### config.mk
export PLATFORM = sky130hd
export DESIGN_NAME = height_map_line_validator_unit
export DESIGN_NICKNAME = d
export VERILOG_FILES = /design/src/hmlv_pkg.sv /design/src/height_map_line_validator_unit.sv
export VERILOG_INCLUDE_DIRS = /design/src /design/src/src
export SDC_FILE = /design/constraint.sdc
export NUM_CORES = 1
export LEC_CHECK = 0
export ABC_AREA = 1
export BUFFER_PORTS_ARGS = -buffer_cell sky130_fd_sc_hd__clkbuf_2
export CAP_MARGIN = 15
export CORE_MARGIN = 2
export CORE_UTILIZATION = 55
export DETAILED_ROUTE_END_ITERATION = 10
export GPL_TIMING_DRIVEN = 0
export PLACE_DENSITY = 0.69
export REMOVE_ABC_BUFFERS = 1
export SYNTH_ARGS = -nofsm -noshare
export SYNTH_HDL_FRONTEND = slang
export SYNTH_SLANG_ARGS = --single-unit
### constraint.sdc
create_clock -name clk -period 4.8 [get_ports clk]
set_clock_uncertainty 0.05 [all_clocks]
set_input_delay 0.24 -clock clk [delete_from_list [all_inputs] [get_ports clk]]
set_output_delay 0.24 -clock clk [all_outputs]
set_load 0.005 [all_outputs]
### src/assert_macros.svh
// assertion macros shared by the rtl
`ifndef ASSERT_MACROS_SVH
`define ASSERT_MACROS_SVH

`ifndef NO_ASSERTIONS

// property holds at every clock edge outside reset
`define ASSERT_ALWAYS(label, clk, rst, prop, msg) \
  label: assert property (@(posedge clk) disable iff (rst) (prop)) else $error(msg);

// antecedent implies consequent in the same cycle
`define ASSERT_IMPLY(label, clk, rst, ante, cons, msg) \
  label: assert property (@(posedge clk) disable iff (rst) (ante) |-> (cons)) else $error(msg);

`else

`define ASSERT_ALWAYS(label, clk, rst, prop, msg)
`define ASSERT_IMPLY(label, clk, rst, ante, cons, msg)

`endif

`endif

### src/hmlv_pkg.sv
package hmlv_pkg;

  // parser position within a token
  typedef enum logic [6:0] {
    PH_BETWEEN = 7'b0000001,
    PH_SIGN    = 7'b0000010,
    PH_DIGITS  = 7'b0000100,
    PH_COMMA   = 7'b0001000,
    PH_ZERO    = 7'b0010000,
    PH_HEX     = 7'b0100000,
    PH_SKIP    = 7'b1000000
  } phase_t;

  // line status codes
  typedef enum logic [1:0] {
    ST_OK    = 2'd0,
    ST_BAD   = 2'd1,
    ST_WIDTH = 2'd2,
    ST_COLS  = 2'd3
  } status_t;

  // characters of the token grammar
  localparam logic [7:0] CH_SPACE = 8'h20;
  localparam logic [7:0] CH_PLUS  = 8'h2B;
  localparam logic [7:0] CH_COMMA = 8'h2C;
  localparam logic [7:0] CH_MINUS = 8'h2D;
  localparam logic [7:0] CH_ZERO  = 8'h30;
  localparam logic [7:0] CH_NINE  = 8'h39;
  localparam logic [7:0] CH_X     = 8'h78;
  localparam logic [7:0] CH_LO_A  = 8'h61;
  localparam logic [7:0] CH_LO_F  = 8'h66;
  localparam logic [7:0] CH_UP_A  = 8'h41;
  localparam logic [7:0] CH_UP_F  = 8'h46;

  // magnitude limit, saturated positive height and line count limit
  localparam logic [35:0] MAG_LIMIT = 36'h080000000;
  localparam logic [31:0] POS_MAX   = 32'h7FFFFFFF;
  localparam logic [15:0] LINES_MAX = 16'hFFFF;

  function automatic logic is_digit(input logic [7:0] c);
    return (c >= CH_ZERO) && (c <= CH_NINE);
  endfunction

  function automatic logic is_hex(input logic [7:0] c);
    return is_digit(c) || ((c >= CH_LO_A) && (c <= CH_LO_F)) ||
           ((c >= CH_UP_A) && (c <= CH_UP_F));
  endfunction

endpackage

### src/height_map_line_validator_unit.sv
// a character or end-of-line transaction enters an input register, then updates the parser
//   state and, on end of line, loads the result register
// throughput: one transaction per cycle, set by the single parser update stage; eol may stall
// reset: synchronous active-high rst clears parser, line and map state and empties both stages
`include "assert_macros.svh"

module height_map_line_validator_unit #(
  parameter int MAX_COLUMNS    = 4096,
  parameter int MAX_HEX_DIGITS = 6,
  localparam int COL_W   = $clog2(MAX_COLUMNS + 1),
  localparam int HEX_W   = $clog2(MAX_HEX_DIGITS + 1),
  localparam int OUT_W   = 2 + COL_W + 16 + 32 + 32,
  localparam int TDATA_W = ((OUT_W + 7) / 8) * 8
) (
  input  logic               clk,
  input  logic               rst,
  input  logic               s_axis_tvalid,
  output logic               s_axis_tready,
  input  logic [7:0]         s_axis_tdata,   // character
  input  logic               s_axis_tlast,   // end_of_line
  output logic               m_axis_tvalid,
  input  logic               m_axis_tready,
  // line_status, column_count, line_number, lowest height, highest height
  output logic [TDATA_W-1:0] m_axis_tdata
);

  localparam logic [COL_W-1:0] MAX_COL_C = COL_W'(MAX_COLUMNS);
  localparam logic [HEX_W-1:0] MAX_HEX_C = HEX_W'(MAX_HEX_DIGITS);

  // input register
  logic       s1_valid;
  logic [7:0] s1_char;
  logic       s1_eol;
  logic       advance;

  // parser and map state
  hmlv_pkg::phase_t  phase, phase_next;
  hmlv_pkg::status_t line_fault, line_fault_next;
  logic [HEX_W-1:0]  hex_cnt, hex_cnt_next;
  logic [31:0]       tok_val, tok_val_next;
  logic              tok_neg, tok_neg_next;
  logic [COL_W-1:0]  cols, cols_next;
  logic [COL_W-1:0]  exp_cols, exp_cols_next;
  logic              width_known, width_known_next;
  logic [31:0]       lowest, lowest_next;
  logic [31:0]       highest, highest_next;
  logic              heights_known, heights_known_next;
  logic [15:0]       lines_seen, lines_seen_next;
  logic              map_failed, map_failed_next;

  // result register
  logic              out_valid;
  hmlv_pkg::status_t res_status, res_status_next;
  logic [COL_W-1:0]  res_cols;
  logic [15:0]       res_lines;
  logic [31:0]       res_min;
  logic [31:0]       res_max;

  // the stage moves unless it holds an end of line and the result slot is blocked
  assign advance       = s1_valid && (!s1_eol || !out_valid || m_axis_tready);
  assign s_axis_tready = !s1_valid || advance;

  // input stage
  always_ff @(posedge clk) begin
    if (rst) begin
      s1_valid <= 1'b0;
    end else if (s_axis_tvalid && s_axis_tready) begin
      s1_valid <= 1'b1;
    end else if (advance) begin
      s1_valid <= 1'b0;
    end
    if (s_axis_tvalid && s_axis_tready) begin
      s1_char <= s_axis_tdata;
      s1_eol  <= s_axis_tlast;
    end
  end

  // parser update for one transaction
  always_comb begin
    logic [35:0] prod;
    logic [31:0] digit_val;
    logic [31:0] commit_val;
    logic        do_commit;
    logic        is_d;

    phase_next         = phase;
    line_fault_next    = line_fault;
    hex_cnt_next       = hex_cnt;
    tok_val_next       = tok_val;
    tok_neg_next       = tok_neg;
    cols_next          = cols;
    exp_cols_next      = exp_cols;
    width_known_next   = width_known;
    lowest_next        = lowest;
    highest_next       = highest;
    heights_known_next = heights_known;
    lines_seen_next    = lines_seen;
    map_failed_next    = map_failed;
    res_status_next    = line_fault;
    do_commit          = 1'b0;
    is_d               = hmlv_pkg::is_digit(s1_char);

    // token value times ten plus the new digit, saturated at the magnitude limit
    prod = {4'd0, tok_val} * 36'd10 + {28'd0, s1_char - hmlv_pkg::CH_ZERO};
    digit_val = (prod > hmlv_pkg::MAG_LIMIT) ? hmlv_pkg::MAG_LIMIT[31:0] : prod[31:0];

    // signed height of the finished digit run
    if (tok_neg) begin
      commit_val = 32'd0 - tok_val;
    end else begin
      commit_val = tok_val[31] ? hmlv_pkg::POS_MAX : tok_val;
    end

    if (!s1_eol) begin
      unique case (phase)
        hmlv_pkg::PH_BETWEEN: begin
          if (s1_char == hmlv_pkg::CH_SPACE) begin
            phase_next = hmlv_pkg::PH_BETWEEN;
          end else if (is_d || s1_char == hmlv_pkg::CH_PLUS ||
                       s1_char == hmlv_pkg::CH_MINUS) begin
            tok_val_next = 32'd0;
            tok_neg_next = 1'b0;
            hex_cnt_next = '0;
            if (cols >= MAX_COL_C) begin
              if (line_fault == hmlv_pkg::ST_OK) line_fault_next = hmlv_pkg::ST_COLS;
              phase_next = hmlv_pkg::PH_SKIP;
            end else begin
              cols_next = cols + COL_W'(1);
              if (is_d) begin
                tok_val_next = {28'd0, s1_char[3:0]};
                phase_next   = hmlv_pkg::PH_DIGITS;
              end else begin
                tok_neg_next = (s1_char == hmlv_pkg::CH_MINUS);
                phase_next   = hmlv_pkg::PH_SIGN;
              end
            end
          end else begin
            if (line_fault == hmlv_pkg::ST_OK) line_fault_next = hmlv_pkg::ST_BAD;
            phase_next = hmlv_pkg::PH_SKIP;
          end
        end
        hmlv_pkg::PH_SIGN: begin
          if (is_d) begin
            tok_val_next = digit_val;
            phase_next   = hmlv_pkg::PH_DIGITS;
          end else begin
            if (line_fault == hmlv_pkg::ST_OK) line_fault_next = hmlv_pkg::ST_BAD;
            phase_next = hmlv_pkg::PH_SKIP;
          end
        end
        hmlv_pkg::PH_DIGITS: begin
          if (is_d) begin
            tok_val_next = digit_val;
          end else if (s1_char == hmlv_pkg::CH_SPACE) begin
            do_commit  = 1'b1;
            phase_next = hmlv_pkg::PH_BETWEEN;
          end else if (s1_char == hmlv_pkg::CH_COMMA) begin
            do_commit  = 1'b1;
            phase_next = hmlv_pkg::PH_COMMA;
          end else begin
            if (line_fault == hmlv_pkg::ST_OK) line_fault_next = hmlv_pkg::ST_BAD;
            phase_next = hmlv_pkg::PH_SKIP;
          end
        end
        hmlv_pkg::PH_COMMA: begin
          if (s1_char == hmlv_pkg::CH_ZERO) begin
            phase_next = hmlv_pkg::PH_ZERO;
          end else begin
            if (line_fault == hmlv_pkg::ST_OK) line_fault_next = hmlv_pkg::ST_BAD;
            phase_next = hmlv_pkg::PH_SKIP;
          end
        end
        hmlv_pkg::PH_ZERO: begin
          if (s1_char == hmlv_pkg::CH_X) begin
            phase_next = hmlv_pkg::PH_HEX;
          end else begin
            if (line_fault == hmlv_pkg::ST_OK) line_fault_next = hmlv_pkg::ST_BAD;
            phase_next = hmlv_pkg::PH_SKIP;
          end
        end
        hmlv_pkg::PH_HEX: begin
          if (s1_char == hmlv_pkg::CH_SPACE && hex_cnt != '0) begin
            phase_next = hmlv_pkg::PH_BETWEEN;
          end else if (hmlv_pkg::is_hex(s1_char) && hex_cnt < MAX_HEX_C) begin
            hex_cnt_next = hex_cnt + HEX_W'(1);
          end else begin
            if (line_fault == hmlv_pkg::ST_OK) line_fault_next = hmlv_pkg::ST_BAD;
            phase_next = hmlv_pkg::PH_SKIP;
          end
        end
        default: begin
          phase_next = phase;
        end
      endcase
    end else begin
      // close the line: finish or reject the open token, then check the width
      if (phase == hmlv_pkg::PH_DIGITS) begin
        do_commit = 1'b1;
      end else if (phase == hmlv_pkg::PH_SIGN || phase == hmlv_pkg::PH_COMMA ||
                   phase == hmlv_pkg::PH_ZERO ||
                   (phase == hmlv_pkg::PH_HEX && hex_cnt == '0)) begin
        if (line_fault == hmlv_pkg::ST_OK) line_fault_next = hmlv_pkg::ST_BAD;
      end
      if (line_fault_next == hmlv_pkg::ST_OK) begin
        if (!width_known) begin
          exp_cols_next    = cols;
          width_known_next = 1'b1;
        end else if (exp_cols != cols) begin
          line_fault_next = hmlv_pkg::ST_WIDTH;
        end
      end
      if (lines_seen != hmlv_pkg::LINES_MAX) lines_seen_next = lines_seen + 16'd1;
      // sticky map failure
      res_status_next = line_fault_next;
      if (line_fault_next != hmlv_pkg::ST_OK) begin
        map_failed_next = 1'b1;
      end else if (map_failed) begin
        res_status_next = hmlv_pkg::ST_BAD;
      end
      // per-line state back to its start
      phase_next      = hmlv_pkg::PH_BETWEEN;
      hex_cnt_next    = '0;
      tok_val_next    = 32'd0;
      tok_neg_next    = 1'b0;
      cols_next       = '0;
      line_fault_next = hmlv_pkg::ST_OK;
    end

    // running minimum and maximum
    if (do_commit) begin
      if (!heights_known) begin
        lowest_next        = commit_val;
        highest_next       = commit_val;
        heights_known_next = 1'b1;
      end else begin
        if ($signed(highest) < $signed(commit_val)) highest_next = commit_val;
        if ($signed(commit_val) < $signed(lowest)) lowest_next = commit_val;
      end
    end
  end

  // parser state registers
  always_ff @(posedge clk) begin
    if (rst) begin
      phase         <= hmlv_pkg::PH_BETWEEN;
      line_fault    <= hmlv_pkg::ST_OK;
      hex_cnt       <= '0;
      tok_val       <= 32'd0;
      tok_neg       <= 1'b0;
      cols          <= '0;
      exp_cols      <= '0;
      width_known   <= 1'b0;
      lowest        <= 32'd0;
      highest       <= 32'd0;
      heights_known <= 1'b0;
      lines_seen    <= 16'd0;
      map_failed    <= 1'b0;
    end else if (advance) begin
      phase         <= phase_next;
      line_fault    <= line_fault_next;
      hex_cnt       <= hex_cnt_next;
      tok_val       <= tok_val_next;
      tok_neg       <= tok_neg_next;
      cols          <= cols_next;
      exp_cols      <= exp_cols_next;
      width_known   <= width_known_next;
      lowest        <= lowest_next;
      highest       <= highest_next;
      heights_known <= heights_known_next;
      lines_seen    <= lines_seen_next;
      map_failed    <= map_failed_next;
    end
  end

  // result register
  always_ff @(posedge clk) begin
    if (rst) begin
      out_valid <= 1'b0;
    end else if (advance && s1_eol) begin
      out_valid <= 1'b1;
    end else if (m_axis_tready) begin
      out_valid <= 1'b0;
    end
    if (advance && s1_eol) begin
      res_status <= res_status_next;
      res_cols   <= cols;
      res_lines  <= lines_seen_next;
      res_min    <= lowest_next;
      res_max    <= highest_next;
    end
  end

  assign m_axis_tvalid = out_valid;
  assign m_axis_tdata  = TDATA_W'({res_max, res_min, res_lines, res_cols, res_status});

  // checks
  `ASSERT_IMPLY(a_min_le_max, clk, rst, out_valid, $signed(res_min) <= $signed(res_max), "min above max")
  `ASSERT_IMPLY(a_ok_width, clk, rst, out_valid && res_status == hmlv_pkg::ST_OK, width_known && exp_cols == res_cols, "ok line width differs")
  `ASSERT_ALWAYS(a_hex_bound, clk, rst, hex_cnt <= MAX_HEX_C, "hex digit count overflow")
  `ASSERT_ALWAYS(a_col_bound, clk, rst, cols <= MAX_COL_C && exp_cols <= MAX_COL_C, "column count overflow")

endmodule

==> impl_results.md <==
* Number of filler instances in the final layout at 2,893
* Wire length of the first global-routing pass at 78,700 microns
* Area taken by multi-input logic gates at 0.0110 sq mm
* Io pins at 111
* Highest routed layer: met4
* Routed wire length at 50,400 microns
* Floorplan die width at 186 microns
* Power share of the combinational group at 11.6%
* Vertical die dimension at 186 microns
* Overall via count from detail_route at 17,700
* Via count of the first global-routing pass at 16,100
* Proportion of synthesized flip-flops having asynchronous set or reset at 0%
* Post-layout min period at 4.74 ns
* Maximum Capacitance Violations at 0
* Storage element area at 0.00626 sq mm
* Final worst slack at 0.0628 ns
* Most frequent cells in the layout: sky130_fd_sc_hd__nand2_1, sky130_fd_sc_hd__inv_1, sky130_fd_sc_hd__nor2_1
* Detailed-routed wire length on met2 at 23,000 microns
* Met3 WL post-DR at 3000 microns
* Switching share of total power at 26.0%
* Final ANT Viol Nets at 0
* Final hold violations at 0
* Largest fanout on the critical path at 27
* Max Root-Sink Buffers at 3
* Clock latency on the worst-skew pair at 0.56 ns
* Worst r2r src: tok_val[31]$_SDFFE_PP0P_
* Maximum frequency from static timing analysis at 211 MHz
* Mapped Avg Cell Area at 6.96 sq um
* Nature of the critical path endpoint: register
* Initial drt markers at 1,362
* Maximum number of pins on one net before global-route repair at 120
* Clk slew on worst S/H paths at 0.06 ns
* Final setup violating endpoints at 0
* Least-Margin Pin Slew at 1.10 ns
* Std-Cell Core Area at 0.0326 sq mm
* Total inserted antenna cells at 0
* Worst Min Path Start: m_axis_tready
* Post-synth design cell area at 0.0182 sq mm
* Most common library cell in the layout ignoring fill and taps: sky130_fd_sc_hd__nand2_1
* Number of distinct library cell variants in the gate-level netlist after synthesis at 52
* Power per cell area at 245 mW/mm^2
* Post-Route M1 WL at 23,500 microns
* Fin Hold WS at 0.0449 ns
* Worst reg-to-reg setup slack at 0.06 ns
* Worst setup slack before clock tree synthesis at -1.36 ns
* Warnings from Yosys at 0
* Startpoint Class: register
* Die footprint at 0.0346 sq mm
* Part of the Yosys area used for sequential elements at 34.2%
* Critical path class: reg -> reg
* HPWL after DPL at 35,200 microns
* Cell row count at 66
* Overflow after GRT at 0
* Number of nets in the finished design at 2,889
* Required time at the endpoint of the critical path at 5.04 ns
* Proportion of layout cells with a drive suffix above 1 at 17.1%
* Clock tree from TritonCTS: yes
* Number of enable flip-flop cells after synthesis at 104
* Sink Count at 260
* Remaining max-slew budget at the tightest pin at 26.5%
* Area Growth Syn to Fin at 17.5%
* Effective utilization at floorplan at 55.9%
* Top FF cell, synth: sky130_fd_sc_hd__dfxtp_1
* Worst VDD drop at 0.288 mV
* Proportion of power drawn by flip-flops and latches at 47.0%
* Maximum level of the CTS H-tree at 1
* CTS Buf Count at 29
* Outcome: completed
* Initial antenna violation count at 0
* Ratio of final minimum period to clock period at 98.7%
* Unrepaired setup endpoints after global routing: true
* GP Congestion at 0.960
* Total Routing Usage GR at 28.0%
* Arrival time at the worst endpoint at 4.98 ns
* Cell-internal power at 3890 uW
* Total count of max-transition violations in the final report at 0
* Ratio of routed vias to standard cells at 5.53
* Clock network fraction of total power at 41.4%
* Flip-flop and latch count after synthesis at 260
* WL/cell at 15.8 microns
* Number of buffer cells added on primary ports at 109
* Critical Path Source: tok_val[31]$_SDFFE_PP0P_
* HP Class: in -> reg
* Placed insts at 3,102
* Root cell of the clock tree: sky130_fd_sc_hd__clkbuf_16
* Post-synthesis cell count at 2,619
* Switching power summed over all nets at 1370 uW
* Static power due to leakage at 0.0100 uW
* DP Area at 0.0193 sq mm
* Number of remaining DRC errors at 0
* Number of iterations in the first detailed-routing pass at 6
* Non-filler cells in the finished layout at 3,200
* Post-route cell area at 0.0214 sq mm
-- sequential cells by signal, summed over array words and instances, names as in the netlist, 2 cells and up --
signal	count
cols	13
res_cols	13
lines_seen	16
res_min	32
res_max	32
exp_cols	13
res_lines	16
highest	32
tok_val	32
res_status	2
s1_char	8
line_fault	2
lowest	32
hex_cnt	3
phase	7
-- cell usage after synthesis (all sizes together) (10+ instances only) --
cell type  instances  area (sq um)
ha               139          1740
inv              375          1410
nand4             45           282
buf               14           114
clkbuf            63           236
a211oi            14           105
nand2            686          2660
nor4              18           113
xor2              30           263
edfxtp           104          3120
nor3              41           225
dfxtp            156          3120
o21ai            157           786
nand3            241          1340
a21oi            185          1020
o21a              10          75.1
nor2             281          1160
-- timing repair --
item	4_1_cts	5_1_grt
endpoints found under the hold margin	18	0
setup buffers	5	19
resized for setup	28	172
cloned	2	7
pin swaps	5	33
hold buffers	11	0
setup endpoints to repair	160	160
-- through the flow --
step           utilization (%)  setup TNS, ns  power, uW
5_1_grt                   65.7          -7.03       5470
3_5_place_dp              59.1        -149.06       3050
6_report                  65.7              0       5260
4_1_cts                   62.8              0       5240
3_3_place_gp              58.2       -1591.60       3020
2_1_floorplan                -        -321.64       2860
-- power by group through the flow --
stage	logic (uW)	clock network [uW]	registers (uW)
final	611	2180	2470
after global routing	690	2300	2480
after CTS	558	2220	2460
after detailed placement	537	0	2510
after global placement	516	0	2510
after floorplan	363	0	2500
-- worst paths after layout --
path	to	cells past startpoint
min reg2reg	exp_cols[6]$_SDFFE_PP0P_	2
max	res_min[15]$_DFFE_PP_	17
max reg2reg	res_min[15]$_DFFE_PP_	17
min	m_axis_tvalid$_SDFFE_PP0P_	4
-- kinds of logic after synthesis --
group / Yosys count / share of synthesized area (%)
AOI/OAI and AO/OA: 401 / 12.4
xor gates and xnor gates: 33 / 1.58
DFF: 260 / 34.2
buffers and inverters: 453 / 9.66
and+or+nand+nor: 1330 / 32.4
other: 1 / 0.0206
adders and majority gates: 141 / 9.76
-- worst max-delay path, stage by stage (launching register included) --
cell	delay [ns]
sky130_fd_sc_hd__dfxtp_1	0.50
sky130_fd_sc_hd__inv_1	0.26
sky130_fd_sc_hd__nor2_2	0.73
sky130_fd_sc_hd__o21ai_0	0.14
sky130_fd_sc_hd__o21ai_0	0.25
sky130_fd_sc_hd__ha_1	0.35
sky130_fd_sc_hd__a21oi_1	0.21
sky130_fd_sc_hd__nor2_2	0.06
sky130_fd_sc_hd__a211oi_2	0.27
sky130_fd_sc_hd__nor2_1	0.08
sky130_fd_sc_hd__or4_1	0.57
sky130_fd_sc_hd__a21oi_2	0.20
sky130_fd_sc_hd__nand3_2	0.13
sky130_fd_sc_hd__nand3_4	0.20
sky130_fd_sc_hd__nand2_8	0.14
sky130_fd_sc_hd__clkbuf_16	0.21
sky130_fd_sc_hd__nand2_4	0.07
sky130_fd_sc_hd__nand2_2	0.06
-- cell type report --
class	instances	share of cell area, %
clock buffer	33	3.46
clock inverter	21	0.899
inverter	376	6.62
multi-input combinational	1910	51.5
sequential	260	29.2
tap	442	2.58
timing repair buffer	158	5.76
-- routing by layer --
metal / global-route usage [%] / vias to the layer above
met5: 0 / -
met4: 6.17 / 0
met3: 3.01 / 75
met2: 45.7 / 558
met1: 39.8 / 8188
li1: - / 8868
No activity file was read; power rests on OpenSTA's default activity.
